## src/sv/s256h_pkg.sv

```systemverilog
// Shared types, constants and round functions of the SHA-256 stream hasher.
package s256h_pkg;

  typedef logic [7:0][31:0] word8_t;

  // Control of the compression datapath, driven by the top-level sequencer.
  typedef struct packed {
    logic load;
    logic latch;
    logic step;
    logic sched;
  } core_ctrl_t;

  localparam logic [7:0] PAD_BYTE = 8'h80;

  // Element 0 is the first hash word.
  localparam word8_t IV_INIT = {
    32'h5be0cd19, 32'h1f83d9ab, 32'h9b05688c, 32'h510e527f,
    32'ha54ff53a, 32'h3c6ef372, 32'hbb67ae85, 32'h6a09e667
  };

  localparam logic [31:0] K_TAB [64] = '{
    32'h428a2f98, 32'h71374491, 32'hb5c0fbcf, 32'he9b5dba5,
    32'h3956c25b, 32'h59f111f1, 32'h923f82a4, 32'hab1c5ed5,
    32'hd807aa98, 32'h12835b01, 32'h243185be, 32'h550c7dc3,
    32'h72be5d74, 32'h80deb1fe, 32'h9bdc06a7, 32'hc19bf174,
    32'he49b69c1, 32'hefbe4786, 32'h0fc19dc6, 32'h240ca1cc,
    32'h2de92c6f, 32'h4a7484aa, 32'h5cb0a9dc, 32'h76f988da,
    32'h983e5152, 32'ha831c66d, 32'hb00327c8, 32'hbf597fc7,
    32'hc6e00bf3, 32'hd5a79147, 32'h06ca6351, 32'h14292967,
    32'h27b70a85, 32'h2e1b2138, 32'h4d2c6dfc, 32'h53380d13,
    32'h650a7354, 32'h766a0abb, 32'h81c2c92e, 32'h92722c85,
    32'ha2bfe8a1, 32'ha81a664b, 32'hc24b8b70, 32'hc76c51a3,
    32'hd192e819, 32'hd6990624, 32'hf40e3585, 32'h106aa070,
    32'h19a4c116, 32'h1e376c08, 32'h2748774c, 32'h34b0bcb5,
    32'h391c0cb3, 32'h4ed8aa4a, 32'h5b9cca4f, 32'h682e6ff3,
    32'h748f82ee, 32'h78a5636f, 32'h84c87814, 32'h8cc70208,
    32'h90befffa, 32'ha4506ceb, 32'hbef9a3f7, 32'hc67178f2
  };

  function automatic logic [31:0] bsig0(input logic [31:0] x);
    return {x[1:0], x[31:2]} ^ {x[12:0], x[31:13]} ^ {x[21:0], x[31:22]};
  endfunction

  function automatic logic [31:0] bsig1(input logic [31:0] x);
    return {x[5:0], x[31:6]} ^ {x[10:0], x[31:11]} ^ {x[24:0], x[31:25]};
  endfunction

  function automatic logic [31:0] ssig0(input logic [31:0] x);
    return {x[6:0], x[31:7]} ^ {x[17:0], x[31:18]} ^ {3'd0, x[31:3]};
  endfunction

  function automatic logic [31:0] ssig1(input logic [31:0] x);
    return {x[16:0], x[31:17]} ^ {x[18:0], x[31:19]} ^ {10'd0, x[31:10]};
  endfunction

  function automatic logic [31:0] choose(input logic [31:0] e, input logic [31:0] f,
                                         input logic [31:0] g);
    return (e & f) ^ (~e & g);
  endfunction

  function automatic logic [31:0] majority(input logic [31:0] a, input logic [31:0] b,
                                           input logic [31:0] c);
    return (a & b) ^ (a & c) ^ (b & c);
  endfunction

endpackage

```

## src/sv/s256h_if.sv

```systemverilog
// Valid/ready channel interfaces for message bytes and digest words.
interface s256h_in_if;
  logic       valid;
  logic       ready;
  logic [7:0] data_byte;
  logic       byte_valid;
  logic       last;

  modport source (output valid, data_byte, byte_valid, last, input ready);
  modport sink (input valid, data_byte, byte_valid, last, output ready);
endinterface

interface s256h_out_if;
  logic        valid;
  logic        ready;
  logic [2:0]  word_index;
  logic [31:0] digest_word;
  logic        last_word;

  modport source (output valid, word_index, digest_word, last_word, input ready);
  modport sink (input valid, word_index, digest_word, last_word, output ready);
endinterface

```

## src/sv/sha256_stream_hasher.sv

```systemverilog
// SHA-256 stream hasher top level: byte packing, block memory, padding and digest output.
// Message bytes are taken one per cycle while the hasher is idle. The byte that
// fills a 64-byte block starts a compression that holds off input: a load
// step, a latch step and an update step for each of 64 rounds, and a fold step
// into the hash; each round pulls four schedule words through the two read ports
// of the 16-word block memory. An item with last set adds padding, zero-fill
// and length writes and one or two compressions, after which the eight digest
// words are handed to a separate output register and the next message may
// start while they drain. A second digest waits only if the first has not been
// fully taken.
module sha256_stream_hasher import s256h_pkg::*; (
  input  logic   clk_i,
  input  logic   rst_ni,
  s256h_in_if.sink    msg_i,
  s256h_out_if.source dig_o
);

  localparam logic [3:0] S_IDLE   = 4'd0;
  localparam logic [3:0] S_CLOAD  = 4'd1;
  localparam logic [3:0] S_RA     = 4'd2;
  localparam logic [3:0] S_RB     = 4'd3;
  localparam logic [3:0] S_CFIN   = 4'd4;
  localparam logic [3:0] S_PADW   = 4'd5;
  localparam logic [3:0] S_ZERO   = 4'd6;
  localparam logic [3:0] S_LEN_HI = 4'd7;
  localparam logic [3:0] S_LEN_LO = 4'd8;
  localparam logic [3:0] S_DONE   = 4'd9;

  localparam logic [3:0] ADDR_LEN_HI = 4'd14;
  localparam logic [3:0] ADDR_LEN_LO = 4'd15;
  localparam logic [2:0] LAST_IDX    = 3'd7;
  localparam logic [5:0] LAST_POS    = 6'd63;
  localparam logic [5:0] LAST_ROUND  = 6'd63;

  logic [3:0]  state_q, state_d;
  logic [3:0]  ret_q, ret_d;
  logic [5:0]  pos_q, pos_d;
  logic [31:0] acc_q, acc_d;
  logic [63:0] bits_q, bits_d;
  logic [5:0]  rnd_q, rnd_d;
  logic [4:0]  fi_q, fi_d;
  logic        two_q, two_d;
  word8_t      chain_q, chain_d;
  word8_t      dig_q, dig_d;
  logic [2:0]  idx_q, idx_d;
  logic        obusy_q, obusy_d;

  logic [31:0] blk_mem [16];
  logic        mem_we;
  logic [3:0]  mem_wa;
  logic [31:0] mem_wd;
  logic [3:0]  ra, rb;
  logic [31:0] rd_a_q, rd_b_q;

  core_ctrl_t  ctrl;
  logic [31:0] w_sched;
  word8_t      wv;

  logic        in_acc;
  logic [31:0] byte_word;
  logic [31:0] pad_word;
  logic [4:0]  lim;

  assign msg_i.ready = (state_q == S_IDLE);
  assign in_acc      = msg_i.valid && msg_i.ready;

  assign dig_o.valid       = obusy_q;
  assign dig_o.word_index  = idx_q;
  assign dig_o.digest_word = dig_q[0];
  assign dig_o.last_word   = (idx_q == LAST_IDX);

  s256h_core u_core (
    .clk_i  (clk_i),
    .ctrl_i (ctrl),
    .rnd_i  (rnd_q),
    .chain_i(chain_q),
    .rd_a_i (rd_a_q),
    .rd_b_i (rd_b_q),
    .w_o    (w_sched),
    .wv_o   (wv)
  );

  always_comb begin
    state_d = state_q;
    ret_d   = ret_q;
    pos_d   = pos_q;
    acc_d   = acc_q;
    bits_d  = bits_q;
    rnd_d   = rnd_q;
    fi_d    = fi_q;
    two_d   = two_q;
    chain_d = chain_q;
    dig_d   = dig_q;
    idx_d   = idx_q;
    obusy_d = obusy_q;
    mem_we  = 1'b0;
    mem_wa  = '0;
    mem_wd  = '0;
    ra      = '0;
    rb      = '0;
    ctrl    = '0;
    ctrl.sched = rnd_q[5] | rnd_q[4];

    // Bytes land big-endian; the lower bytes of a word stay zero until filled.
    byte_word = acc_q | ({24'd0, msg_i.data_byte} << {~pos_q[1:0], 3'b000});
    pad_word  = acc_q | ({24'd0, PAD_BYTE} << {~pos_q[1:0], 3'b000});
    lim       = two_q ? 5'd16 : 5'd14;

    if (obusy_q && dig_o.ready) begin
      dig_d = {32'd0, dig_q[7:1]};
      idx_d = idx_q + 3'd1;
      if (idx_q == LAST_IDX) begin
        obusy_d = 1'b0;
      end
    end

    unique case (state_q)
      S_IDLE: begin
        if (in_acc) begin
          if (msg_i.byte_valid) begin
            pos_d  = pos_q + 6'd1;
            bits_d = bits_q + 64'd8;
            if (pos_q[1:0] == 2'd3) begin
              mem_we = 1'b1;
              mem_wa = pos_q[5:2];
              mem_wd = byte_word;
              acc_d  = '0;
            end else begin
              acc_d = byte_word;
            end
          end
          if (msg_i.byte_valid && pos_q == LAST_POS) begin
            state_d = S_CLOAD;
            ret_d   = msg_i.last ? S_PADW : S_IDLE;
          end else if (msg_i.last) begin
            state_d = S_PADW;
          end
        end
      end
      S_CLOAD: begin
        ctrl.load = 1'b1;
        ra        = 4'd1;
        rb        = 4'd14;
        rnd_d     = '0;
        state_d   = S_RA;
      end
      S_RA: begin
        ctrl.latch = 1'b1;
        ra         = rnd_q[3:0];
        rb         = rnd_q[3:0] + 4'd9;
        state_d    = S_RB;
      end
      S_RB: begin
        ctrl.step = 1'b1;
        mem_we    = ctrl.sched;
        mem_wa    = rnd_q[3:0];
        mem_wd    = w_sched;
        // Reads for the next round; none of them hits the word written here.
        ra        = rnd_q[3:0] + 4'd2;
        rb        = rnd_q[3:0] + 4'd15;
        rnd_d     = rnd_q + 6'd1;
        state_d   = (rnd_q == LAST_ROUND) ? S_CFIN : S_RA;
      end
      S_CFIN: begin
        for (int i = 0; i < 8; i++) begin
          chain_d[i] = chain_q[i] + wv[i];
        end
        state_d = ret_q;
      end
      S_PADW: begin
        mem_we  = 1'b1;
        mem_wa  = pos_q[5:2];
        mem_wd  = pad_word;
        fi_d    = {1'b0, pos_q[5:2]} + 5'd1;
        // Fewer than eight bytes left after the pad byte: the length goes
        // into an extra block.
        two_d   = (pos_q[5:3] == 3'b111);
        state_d = S_ZERO;
      end
      S_ZERO: begin
        if (fi_q == lim) begin
          if (two_q) begin
            two_d   = 1'b0;
            fi_d    = '0;
            ret_d   = S_ZERO;
            state_d = S_CLOAD;
          end else begin
            state_d = S_LEN_HI;
          end
        end else begin
          mem_we = 1'b1;
          mem_wa = fi_q[3:0];
          mem_wd = '0;
          fi_d   = fi_q + 5'd1;
        end
      end
      S_LEN_HI: begin
        mem_we  = 1'b1;
        mem_wa  = ADDR_LEN_HI;
        mem_wd  = bits_q[63:32];
        state_d = S_LEN_LO;
      end
      S_LEN_LO: begin
        mem_we  = 1'b1;
        mem_wa  = ADDR_LEN_LO;
        mem_wd  = bits_q[31:0];
        ret_d   = S_DONE;
        state_d = S_CLOAD;
      end
      S_DONE: begin
        if (!obusy_q) begin
          dig_d   = chain_q;
          idx_d   = '0;
          obusy_d = 1'b1;
          chain_d = IV_INIT;
          bits_d  = '0;
          pos_d   = '0;
          acc_d   = '0;
          state_d = S_IDLE;
        end
      end
      default: begin
        state_d = S_IDLE;
      end
    endcase
  end

  always_ff @(posedge clk_i or negedge rst_ni) begin
    if (!rst_ni) begin
      state_q <= S_IDLE;
      ret_q   <= S_IDLE;
      pos_q   <= '0;
      acc_q   <= '0;
      bits_q  <= '0;
      rnd_q   <= '0;
      fi_q    <= '0;
      two_q   <= 1'b0;
      chain_q <= IV_INIT;
      idx_q   <= '0;
      obusy_q <= 1'b0;
    end else begin
      state_q <= state_d;
      ret_q   <= ret_d;
      pos_q   <= pos_d;
      acc_q   <= acc_d;
      bits_q  <= bits_d;
      rnd_q   <= rnd_d;
      fi_q    <= fi_d;
      two_q   <= two_d;
      chain_q <= chain_d;
      idx_q   <= idx_d;
      obusy_q <= obusy_d;
    end
  end

  always_ff @(posedge clk_i) begin
    dig_q <= dig_d;
  end

  always_ff @(posedge clk_i) begin
    if (mem_we) begin
      blk_mem[mem_wa] <= mem_wd;
    end
    rd_a_q <= blk_mem[ra];
    rd_b_q <= blk_mem[rb];
  end

`ifndef SYNTHESIS
  a_last_word_drains: assert property (@(posedge clk_i) disable iff (!rst_ni)
    dig_o.valid && dig_o.ready && dig_o.last_word |=> !dig_o.valid)
    else $error("digest output still valid after its last word was taken");

  a_idle_round_zero: assert property (@(posedge clk_i) disable iff (!rst_ni)
    (state_q == S_IDLE) |-> (rnd_q == 6'd0))
    else $error("round counter not cleared while idle");

  a_zero_fill_bound: assert property (@(posedge clk_i) disable iff (!rst_ni)
    (state_q == S_ZERO) |-> (fi_q <= lim))
    else $error("zero fill ran past its limit");

  a_full_block_starts: assert property (@(posedge clk_i) disable iff (!rst_ni)
    in_acc && msg_i.byte_valid && (pos_q == LAST_POS) |=> (state_q == S_CLOAD))
    else $error("full block did not start a compression");
`endif

endmodule

```

## src/sv/s256h_core.sv

```systemverilog
// Round datapath: working variables, schedule expansion and one round per step.
module s256h_core import s256h_pkg::*; (
  input  logic        clk_i,
  input  core_ctrl_t  ctrl_i,
  input  logic [5:0]  rnd_i,
  input  word8_t      chain_i,
  input  logic [31:0] rd_a_i,
  input  logic [31:0] rd_b_i,
  output logic [31:0] w_o,
  output word8_t      wv_o
);

  word8_t      wv_q, wv_d;
  logic [31:0] pre_q;
  logic [31:0] hk_q;
  logic [31:0] t1, t2;

  // In the latch cycle the read ports carry W[t-15] and W[t-2]; in the step
  // cycle they carry W[t-16] and W[t-7].
  always_comb begin
    w_o = ctrl_i.sched ? (rd_a_i + rd_b_i + pre_q) : rd_a_i;
    t1  = hk_q + bsig1(wv_q[4]) + choose(wv_q[4], wv_q[5], wv_q[6]) + w_o;
    t2  = bsig0(wv_q[0]) + majority(wv_q[0], wv_q[1], wv_q[2]);
    wv_d    = {wv_q[6:4], wv_q[3] + t1, wv_q[2:0], t1 + t2};
  end

  always_ff @(posedge clk_i) begin
    if (ctrl_i.load) begin
      wv_q <= chain_i;
    end else if (ctrl_i.step) begin
      wv_q <= wv_d;
    end
    if (ctrl_i.latch) begin
      pre_q <= ssig0(rd_a_i) + ssig1(rd_b_i);
      hk_q  <= wv_q[7] + K_TAB[rnd_i];
    end
  end

  assign wv_o = wv_q;

endmodule
```

## src/flat_wrapper.sv

```systemverilog
// flat-port wrapper written by rule: the top's interface ports become plain ports
module sha256_stream_hasher_flat import s256h_pkg::*;
  (clk_i, rst_ni, msg_i_valid, msg_i_data_byte, msg_i_byte_valid, msg_i_last, msg_i_ready, dig_o_valid, dig_o_word_index, dig_o_digest_word, dig_o_last_word, dig_o_ready);
  s256h_in_if msg_i_i ();
  s256h_out_if dig_o_i ();
  input  logic clk_i;
  input  logic rst_ni;
  input wire logic [$bits(msg_i_i.valid)-1:0] msg_i_valid;
  input wire logic [$bits(msg_i_i.data_byte)-1:0] msg_i_data_byte;
  input wire logic [$bits(msg_i_i.byte_valid)-1:0] msg_i_byte_valid;
  input wire logic [$bits(msg_i_i.last)-1:0] msg_i_last;
  output wire logic [$bits(msg_i_i.ready)-1:0] msg_i_ready;
  output wire logic [$bits(dig_o_i.valid)-1:0] dig_o_valid;
  output wire logic [$bits(dig_o_i.word_index)-1:0] dig_o_word_index;
  output wire logic [$bits(dig_o_i.digest_word)-1:0] dig_o_digest_word;
  output wire logic [$bits(dig_o_i.last_word)-1:0] dig_o_last_word;
  input wire logic [$bits(dig_o_i.ready)-1:0] dig_o_ready;
  assign msg_i_i.valid = msg_i_valid;
  assign msg_i_i.data_byte = msg_i_data_byte;
  assign msg_i_i.byte_valid = msg_i_byte_valid;
  assign msg_i_i.last = msg_i_last;
  assign msg_i_ready = msg_i_i.ready;
  assign dig_o_valid = dig_o_i.valid;
  assign dig_o_word_index = dig_o_i.word_index;
  assign dig_o_digest_word = dig_o_i.digest_word;
  assign dig_o_last_word = dig_o_i.last_word;
  assign dig_o_i.ready = dig_o_ready;
  sha256_stream_hasher u_core (.clk_i(clk_i), .rst_ni(rst_ni), .msg_i(msg_i_i), .dig_o(dig_o_i));
endmodule
```

## config.mk

```make
export PLATFORM = sky130hd
export DESIGN_NAME = sha256_stream_hasher_flat
export DESIGN_NICKNAME = d
export VERILOG_FILES = /design/src/sv/s256h_pkg.sv /design/src/sv/s256h_if.sv /design/src/sv/sha256_stream_hasher.sv /design/src/sv/s256h_core.sv /design/src/flat_wrapper.sv
export SDC_FILE = /design/constraint.sdc
export NUM_CORES = 2
export LEC_CHECK = 0
export BUFFER_PORTS_ARGS = -buffer_cell sky130_fd_sc_hd__buf_4
export CAP_MARGIN = 20
export CORE_UTILIZATION = 35
export CTS_CLUSTER_SIZE = 24
export DETAILED_ROUTE_END_ITERATION = 10
export GPL_ROUTABILITY_DRIVEN = 0
export SYNTH_ARGS = -nofsm -noshare
export SYNTH_HDL_FRONTEND = slang
export SYNTH_SLANG_ARGS = --single-unit
```

## constraint.sdc

```tcl
create_clock -name clk_i -period 15.1 [get_ports clk_i]
set_input_delay 2.265 -clock clk_i [delete_from_list [all_inputs] [get_ports clk_i]]
set_output_delay 2.265 -clock clk_i [all_outputs]
set_load 0.01 [all_outputs]
```

==> run summary <==
Outcome: finished with violations
Violated checks: max-slew violations
Die W: 516 microns
Worst path setup slack after routing: 4.80 ns
Critical path type: flop to flop
Pin slew with the least headroom to its limit: 1.89 ns
Number of distinct library cells after synthesis: 94
Number of port buffers: 51
RSZ-0062 raised after global routing: false
Sequential share of the synthesized area: 44.5%
Placed inst area: 96300 sq um
Number of global-route vias before repair: 70947
Starting density of the core: 35.2%
Clock-pin slew on the worst setup and hold paths: 0.07 ns
Maximum cell stage delay along the critical path: 0.57 ns
Final critical delay including setup and external delays: 10.30 ns
Worst IR Drop VDD: 0.118 mV
Final HPWL from detailed placement: 206000 microns
Power dissipated by switching net loads: 2.07 mW
Proportion of synthesized flip-flops having asynchronous set or reset: 24.8%
Top delay family on crit path: compound AO/OA/AOI/OAI gates
Antenna violations before repair: 19
Total of max-cap violations: 0
Setup TNS after final layout: 0 ns
Crit path launch type: flop
Detail-routed via count per cell: 5.77
Slew HR: -25.8%
EDFF count, synth: 832
Number of DRC violations after detailed-routing iteration 0: 8007
Number of buffer and inverter instances along the worst setup path: 4
Maximum net fanout on the critical path: 6
Std-Cell Rows: 188
Portion of total power attributed to the clock network: 48.9%
Vias post-DR: 73733
Total power: 8.98 mW
Class of the tightest hold or removal check: flop to flop
Final Net Count: 9725
Total wirelength of the detailed-routed design: 303000 microns
Maximum count of clock buffers along a single path: 3
Clock Latency Late Sink: 0.88 ns
Number of synthesized register bits: 1531
YS warnings: 0
Global router's overall resource usage: 22.4%
Worst hold-check slack: 0.456 ns
Post-route cell area: 102000 sq um
Proportion of power drawn by combinational gates: 2.3%
Switching share of power: 23.0%
Primary flip-flop cell chosen by synthesis mapping: sky130_fd_sc_hd__edfxtp_1
Die Area: 266000 sq um
Setup slack of the worst register-to-register path: 4.80 ns
Core Region: 262000 sq um
Number of nets produced by synthesis: 9912
Area Overhead vs Synth: 10.8%
Maximum clock rate: 97.1 MHz
Number of sinks handled by clock tree synthesis: 1531
Syn Area/Cell: 9.93 sq um
H-tree level count: 4
Wire length of the first global-routing pass: 454000 microns
CTS root buf: sky130_fd_sc_hd__clkbuf_16
WL/cell: 23.7 microns
Final worst clock skew: 0.0639 ns
Worst EP arrival: 10.85 ns
Clock tree from TritonCTS: built
Maximum number of pins on one net before global-route repair: 193
Critical path's slowest cell: sky130_fd_sc_hd__o21ai_0
LEAKAGE: 38.8 nW
Number of setup buffers added after CTS: 0
Number of nets with antenna violations after routing: 0
Ports placed on the boundary: 52
Residual DRC count: 0
Power Dens Cells: 87.8 nW/um^2
Number of buffers created by CTS: 168
Number of hold-repair buffers added at the cts stage: 0
Post-route fraction of the period consumed by the critical path: 68.2%
Height of the die: 516 microns
Post-CTS resize count: 0
Number of max-slew violations in the final report: 104
Cell internal power dissipation: 6.91 mW
Count of final hold-check violations: 0
Fraction of final layout cells with drive strength greater than 1: 10.2%
First-pass detailed-route iteration total: 8
Type of element capturing the critical path: flop
# setup viols final: 0
Netlist Area Pre-Place: 92300 sq um
Overall overflow remaining after global route: 0
Part of the power in registers: 48.8%
Required @ worst endpoint: 15.65 ns
Post-synthesis instance total: 9295
Dpl ws: 4.99 ns
## cells in the final DEF, fill, tap and decap left out, types with 153 or more instances in the layout
| cell type | instances |
|---|---|
| sky130_fd_sc_hd__ha_1 | 465 |
| sky130_fd_sc_hd__buf_4 | 172 |
| sky130_fd_sc_hd__xor2_1 | 270 |
| sky130_fd_sc_hd__inv_1 | 302 |
| sky130_fd_sc_hd__o21ai_0 | 475 |
| sky130_fd_sc_hd__a21oi_1 | 654 |
| sky130_fd_sc_hd__dfxtp_1 | 320 |
| sky130_fd_sc_hd__nand3_1 | 153 |
| sky130_fd_sc_hd__nor2_1 | 674 |
| sky130_fd_sc_hd__mux4_2 | 264 |
| sky130_fd_sc_hd__a21o_1 | 206 |
| sky130_fd_sc_hd__xnor2_1 | 397 |
| sky130_fd_sc_hd__clkbuf_16 | 169 |
| sky130_fd_sc_hd__a31oi_1 | 346 |
| sky130_fd_sc_hd__dfrtp_1 | 239 |
| sky130_fd_sc_hd__nand2_1 | 1629 |
| sky130_fd_sc_hd__edfxtp_1 | 832 |
## cells by family (layout without fill, tap and decap cells)
group           Yosys count  count (layout)  share of synthesized area, %
simple gates           3028            3028                          13.9
compound gates         2306            2306                          15.4
flops                  1531            1531                          44.5
buf+inv                 847             808                          3.58
xor+xnor                669             669                          6.37
fa+ha+maj               608             608                          9.35
mux                     306             306                          6.91
other cells               0              11                             0
## registers in the layout, indices dropped and copies added (netlist names)
register / count
u_core.rnd_q: 6
u_core.blk_mem: 512
u_core.dig_o.word_index: 3
u_core.bits_q: 61
u_core.dig_o.valid: 1
u_core.rd_a_q: 32
u_core.rd_b_q: 32
u_core.state_q: 4
u_core.dig_o.digest_word: 32
u_core.acc_q: 32
u_core.fi_q: 5
u_core.u_core.hk_q: 32
u_core.two_q: 1
u_core.u_core.wv_o: 256
u_core.pos_q: 6
u_core.chain_q: 256
u_core.dig_q: 224
u_core.u_core.pre_q: 32
u_core.ret_q: 4
## tightest hold or removal path, stage by stage (launching register included)
cell and delay, ns:
sky130_fd_sc_hd__dfxtp_1 0.31, sky130_fd_sc_hd__nand2_1 0.05, sky130_fd_sc_hd__a21oi_1 0.05
## metrics by stage
stage / utilization [%] / instances
finish: 39.0 / 12782
floorplan: - / 9295
CTS: 39.0 / 12768
global placement: 36.7 / 12447
detailed placement: 36.7 / 12450
global route: 39.0 / 12780
## power groups by stage
stage	clock, mW	sequential [mW]	combinational, mW
after global placement	0	4.46	0.207
after CTS	4.45	4.38	0.210
after global routing	4.60	4.38	0.223
after detailed placement	0	4.46	0.209
after floorplan	0	4.46	0.106
final	4.39	4.38	0.205
## layout make-up
cell class | instances | area [sq um]
Antenna cell | 11 | 27.5
Clock buffer | 233 | 4730
Clock inverter | 85 | 1150
Fill cell | 25401 | 160000
Inverter | 307 | 1160
Multi-Input combinational cell | 6917 | 48300
Sequential cell | 1531 | 41100
Tap cell | 3515 | 4400
Timing Repair Buffer | 183 | 1490
## worst paths after layout
path | from | end | cells after the start
max | u_core.rd_a_q[1] | u_core.u_core.wv_o[30] | 37
min | u_core.dig_q[255] | u_core.dig_q[255] | 2
max in group asynchronous | rst_ni | u_core.chain_q[86] | 4
min reg2reg | u_core.dig_q[255] | u_core.dig_q[255] | 2
min in group asynchronous | rst_ni | u_core.chain_q[236] | 1
max reg2reg | u_core.rd_a_q[1] | u_core.u_core.wv_o[30] | 37
## cell usage after synthesis, drive strengths merged, types with 243 or more instances
| library cell | count | area share (%) |
|---|---|---|
| a31oi | 346 | 2.3 |
| nor2 | 697 | 2.8 |
| mux4 | 264 | 6.4 |
| a21oi | 657 | 3.6 |
| dfrtp | 243 | 6.6 |
| clkbuf | 429 | 1.7 |
| nand2 | 1633 | 6.6 |
| inv | 305 | 1.2 |
| xor2 | 270 | 2.6 |
| ha | 465 | 6.3 |
| xnor2 | 398 | 3.8 |
| dfxtp | 320 | 6.9 |
| o21ai | 531 | 2.9 |
| edfxtp | 832 | 27 |
## metal layers
metal | vias to the layer above | global-route usage, % | part of all wire, %
met5 | - | 0 | 0.035
met4 | 16 | 8.81 | 4.2
met2 | 3314 | 35.3 | 45
met1 | 36731 | 30.5 | 42
li1 | 33041 | - | -
met3 | 631 | 3.90 | 8.2
No activity file was read; power rests on OpenSTA's default activity.
